[src/rtl/fpst_pkg.sv]
// Shared types and constants for the Fenwick prefix-sum table.
package fpst_pkg;

    localparam int IDX_W   = 10;
    localparam int DELTA_W = 16;
    localparam int SUM_W   = 48;

    localparam logic ACT_ADD   = 1'b0;
    localparam logic ACT_QUERY = 1'b1;

    // Controller to datapath
    typedef struct packed {
        logic clear;
        logic load;
        logic walk;
    } t_dp_cmd;

    // Datapath to controller
    typedef struct packed {
        logic clr_last;
        logic walk_ok;
        logic is_query;
    } t_dp_status;

endpackage

[src/rtl/fpst_ctrl.sv]
// Controller of the Fenwick table: clear pass, accept, walk sequencing.
module fpst_ctrl
    import fpst_pkg::*;
(
    input  logic       i_clk,
    input  logic       i_rst_n,
    input  logic       i_start,
    input  t_dp_status i_status,
    output t_dp_cmd    o_cmd,
    output logic       o_busy,
    output logic       o_valid
);

    typedef enum logic [1:0] {
        S_CLEAR,
        S_IDLE,
        S_WALK
    } t_state;

    t_state r_state;
    logic   r_valid;

    assign o_cmd.clear = (r_state == S_CLEAR);
    assign o_cmd.load  = (r_state == S_IDLE) && i_start;
    assign o_cmd.walk  = (r_state == S_WALK);
    assign o_busy      = (r_state != S_IDLE);
    assign o_valid     = r_valid;

    always_ff @(posedge i_clk) begin
        if (!i_rst_n) begin
            r_state <= S_CLEAR;
            r_valid <= 1'b0;
        end else begin
            r_valid <= 1'b0;
            unique case (r_state)
                S_CLEAR: begin
                    if (i_status.clr_last) begin
                        r_state <= S_IDLE;
                    end
                end
                S_IDLE: begin
                    if (i_start) begin
                        r_state <= S_WALK;
                    end
                end
                S_WALK: begin
                    // Last node retires this cycle; present the sum next
                    if (!i_status.walk_ok) begin
                        r_state <= S_IDLE;
                        r_valid <= i_status.is_query;
                    end
                end
                default: r_state <= S_CLEAR;
            endcase
        end
    end

endmodule

[config.mk]
export PLATFORM = sky130hd
export DESIGN_NAME = fpst_ctrl
export DESIGN_NICKNAME = d
export VERILOG_FILES = /design/src/rtl/fpst_pkg.sv /design/src/rtl/fpst_ctrl.sv
export SDC_FILE = /design/constraint.sdc
export NUM_CORES = 1
export LEC_CHECK = 0
export BUFFER_PORTS_ARGS = -buffer_cell sky130_fd_sc_hd__buf_2
export CAP_MARGIN = 15
export CORE_AREA = 2 2 39 41
export CTS_BUF_LIST = sky130_fd_sc_hd__clkbuf_16
export CTS_CLUSTER_SIZE = 16
export DETAILED_ROUTE_END_ITERATION = 12
export DIE_AREA = 0 0 41 43
export GPL_TIMING_DRIVEN = 0
export SETUP_SLACK_MARGIN = 0.2
export SLEW_MARGIN = 20
export SYNTH_ARGS = -nofsm -noshare
export SYNTH_HDL_FRONTEND = slang
export SYNTH_SLANG_ARGS = --single-unit
[constraint.sdc]
create_clock -name i_clk -period 1.8 [get_ports i_clk]
set_clock_uncertainty 0.05 [all_clocks]
set_input_delay 0.09 -clock i_clk [delete_from_list [all_inputs] [get_ports i_clk]]
set_output_delay 0.09 -clock i_clk [all_outputs]
set_load 0.005 [all_outputs]
==> PnR_summary.wiki <==
{| class="wikitable"
! Metric !! Value
|-
| Run status || completed
|-
| R2R Setup Slk || 840 ps
|-
| Total number of nets in the final design || 36
|-
| Startpoint of the worst hold path || i_rst_n
|-
| Total CTS buffers || 3
|-
| Floorplan Core Area || 1380 um2
|-
| Distinct cell type count of the synthesized netlist || 11
|-
| I/O pin cnt || 11
|-
| Iteration-0 DRC count of the detailed router || 2
|-
| Post-cts gate resize count || 0
|-
| DR DRC count || 0
|-
| Worst reg2reg startpoint || r_state[1]
|-
| Via density per instance || 3.71
|-
| HP Class || input port to flip-flop
|-
| Total Routed Length || 383 um
|-
| Number of endpoints with negative hold slack in the final report || 0
|-
| Syn Nets || 21
|-
| Area growth, synth to finish || 96.0%
|-
| Buffer depth of the longest clock path || 2
|-
| Top post-synthesis cells by count || sky130_fd_sc_hd__dfxtp_1, sky130_fd_sc_hd__and3b_1, sky130_fd_sc_hd__nor2_1
|-
| Number of flops mapped to enable cells by yosys || 0
|-
| Path type of the worst setup path || flip-flop to output port
|-
| Power Total || 0.452 mW
|-
| Antenna violations before repair || 0
|-
| Required time of the critical path || 1660 ps
|-
| Number of H-tree levels || 1
|-
| Worst setup startpoint || r_state[0]
|-
| Yosys warning total || 0
|-
| Cell-by-cell trace of the critical path || and3b_1, buf_2
|-
| Pins over their slew limit || 0
|-
| TritonCTS clock tree || built
|-
| Cell with the most instances after synthesis || sky130_fd_sc_hd__dfxtp_1
|-
| Predominant post-synthesis flop cell || sky130_fd_sc_hd__dfxtp_1
|-
| Cell accounting for the most synthesized area || sky130_fd_sc_hd__dfxtp_1
|-
| Synthesized flop and latch total || 3
|-
| Count of buffer and inverter cells on the critical path || 1
|-
| Final Critical Period || 1130 ps
|-
| Source-to-sink clock delay at the later pin of the worst-skew pair || 220 ps
|-
| Clock transition at the register clock pins on the worst setup and hold paths after CTS || 30 ps
|-
| Setup repair after global routing missed its margin || no
|-
| Antenna violation net count after detailed routing || 0
|-
| Sink count of the clock tree || 3
|-
| Power per unit of standard cell area || 1490 nW/um2
|-
| Slowest stage delay, CP || 440 ps
|-
| WL/cell || 8.51 um
|-
| Largest net degree at the start of global routing || 9
|-
| Number of non-filler instances in the completed layout || 45
|-
| Nature of the critical path endpoint || output port
|-
| Largest fanout on the critical path || 7
|-
| GR Util All Layers || 6.21%
|-
| # rows || 14
|-
| Setup-failing EPs final || 0
|-
| Final total negative setup slack || 0 ps
|-
| Die span in y || 43 um
|-
| HPWL after DPL || 290 um
|-
| Startpoint type of the worst setup path || flip-flop
|-
| Number of cells after detailed placement || 41
|-
| Data arrival time of the worst path || 990 ps
|-
| Worst hold slack across all endpoints || 70.7 ps
|-
| TritonRoute pass-1 iters || 2
|-
| Fraction of the cycle the final worst path needs || 62.8%
|-
| Effective utilization at floorplan || 11.2%
|-
| Number of cells produced by synthesis || 15
|-
| Weighted congestion at the end of routability-driven global placement || 0.590
|-
| Fraction of registers with async set or reset after synthesis || 0%
|-
| Critical-path cell with the highest stage delay || sky130_fd_sc_hd__dfxtp_1
|-
| Average footprint of a synthesized cell || 10.3 um2
|-
| Area share of the largest cell type after synthesis || 38.7%
|-
| Number of buffers added on ports || 10
|-
| Number of diodes || 0
|-
| Highest clock frequency the design can meet || 0.884 GHz
|-
| Share of final-layout standard cells stronger than drive strength 1 || 51.7%
|-
| Count of vias placed by the detailed router || 167
|-
| CP delay by family, top || flip-flops
|-
| Worst Max-Slew Pin Slew || 236 ps
|-
| Overall overflow remaining after global route || 0
|-
| Netlist area before placement || 155 um2
|-
| Width of the die || 41 um
|-
| Maximum VDD drop || 0.219 mV
|-
| First-pass GRT wire length || 565 um
|-
| Leakage component of the power || 0.157 nW
|-
| Largest cells by area after synthesis || sky130_fd_sc_hd__dfxtp_1, sky130_fd_sc_hd__and3b_1, sky130_fd_sc_hd__o41ai_2
|-
| Number of maximum-capacitance constraint violations || 0
|-
| Setup Buffers After CTS || 0
|-
| Register area share after synthesis || 38.7%
|-
| CTS hold repair buffers || 0
|-
| Full die area || 1760 um2
|-
| Vias in the first global route || 151
|-
| Max_slew headroom || 84.2%
|-
| Master cell of the clock root buffer || sky130_fd_sc_hd__clkbuf_16
|}
through the flow:
stage | area [um2] | util (%) | setup slack, ps
global route | 304 | 22.0 | 609
global placement | 225 | 16.3 | 845
detailed placement | 225 | 16.3 | 837
finish | 304 | 22.0 | 669
floorplan | 155 | - | 888
CTS | 304 | 22.0 | 657
kinds of logic (layout without fill, tap and decap cells):
group                  Yosys count  count (layout)  synth area share, %
AND/OR/NAND/NOR                  9               9                 43.6
AO/OA/AOI/OAI                    2               2                 15.3
flip-flops                       3               3                 38.7
buffers and inverters            1              15                 2.42
power by group:
group	switching (mW)	internal (mW)	leakage, nW
Sequential	0.00644	0.0709	0.0245
Clock	0.0589	0.286	0.0423
Combinational	0.0111	0.0183	0.0900
registers in the layout (all words and copies together), names as in the netlist:
name / flops
r_state: 2
o_valid: 1
cell usage in the layout (no fill, tap or decap):
master | Yosys | final
sky130_fd_sc_hd__inv_1 | 1 | 2
sky130_fd_sc_hd__o21a_1 | 1 | 1
sky130_fd_sc_hd__nor2b_2 | 1 | 1
sky130_fd_sc_hd__buf_2 | 0 | 10
sky130_fd_sc_hd__nand2b_1 | 1 | 1
sky130_fd_sc_hd__dfxtp_1 | 3 | 3
sky130_fd_sc_hd__o41ai_2 | 1 | 1
sky130_fd_sc_hd__and4b_1 | 1 | 1
sky130_fd_sc_hd__nor2_1 | 2 | 2
sky130_fd_sc_hd__clkbuf_16 | 0 | 3
sky130_fd_sc_hd__nand4bb_1 | 1 | 1
sky130_fd_sc_hd__and2_1 | 1 | 1
sky130_fd_sc_hd__and3b_1 | 2 | 2
metal layers:
layer  up-vias  wire length, um  GRT usage, %
li1         82                -             -
met1        77              122          3.82
met2         6              193          6.56
met3         2               52          4.19
met4         0               15          14.0
met5         -                0             0
layout make-up:
class                           count  area [um2]
Clock buffer                        3        75.1
Clock inverter                      1        3.75
Fill cell                         152        1080
Inverter                            1        3.75
Multi-Input combinational cell     11        91.3
Sequential cell                     3        60.1
Tap cell                           16        20.0
Timing Repair Buffer               10        50.0
final timing paths:
| check | to | cells past startpoint |
|---|---|---|
| hold reg to reg | r_state[0] | 1 |
| hold / removal | r_state[1] | 2 |
| setup reg to reg | r_state[1] | 2 |
| setup / recovery | o_cmd[1] | 2 |
No activity file was read; power rests on OpenSTA's default activity.
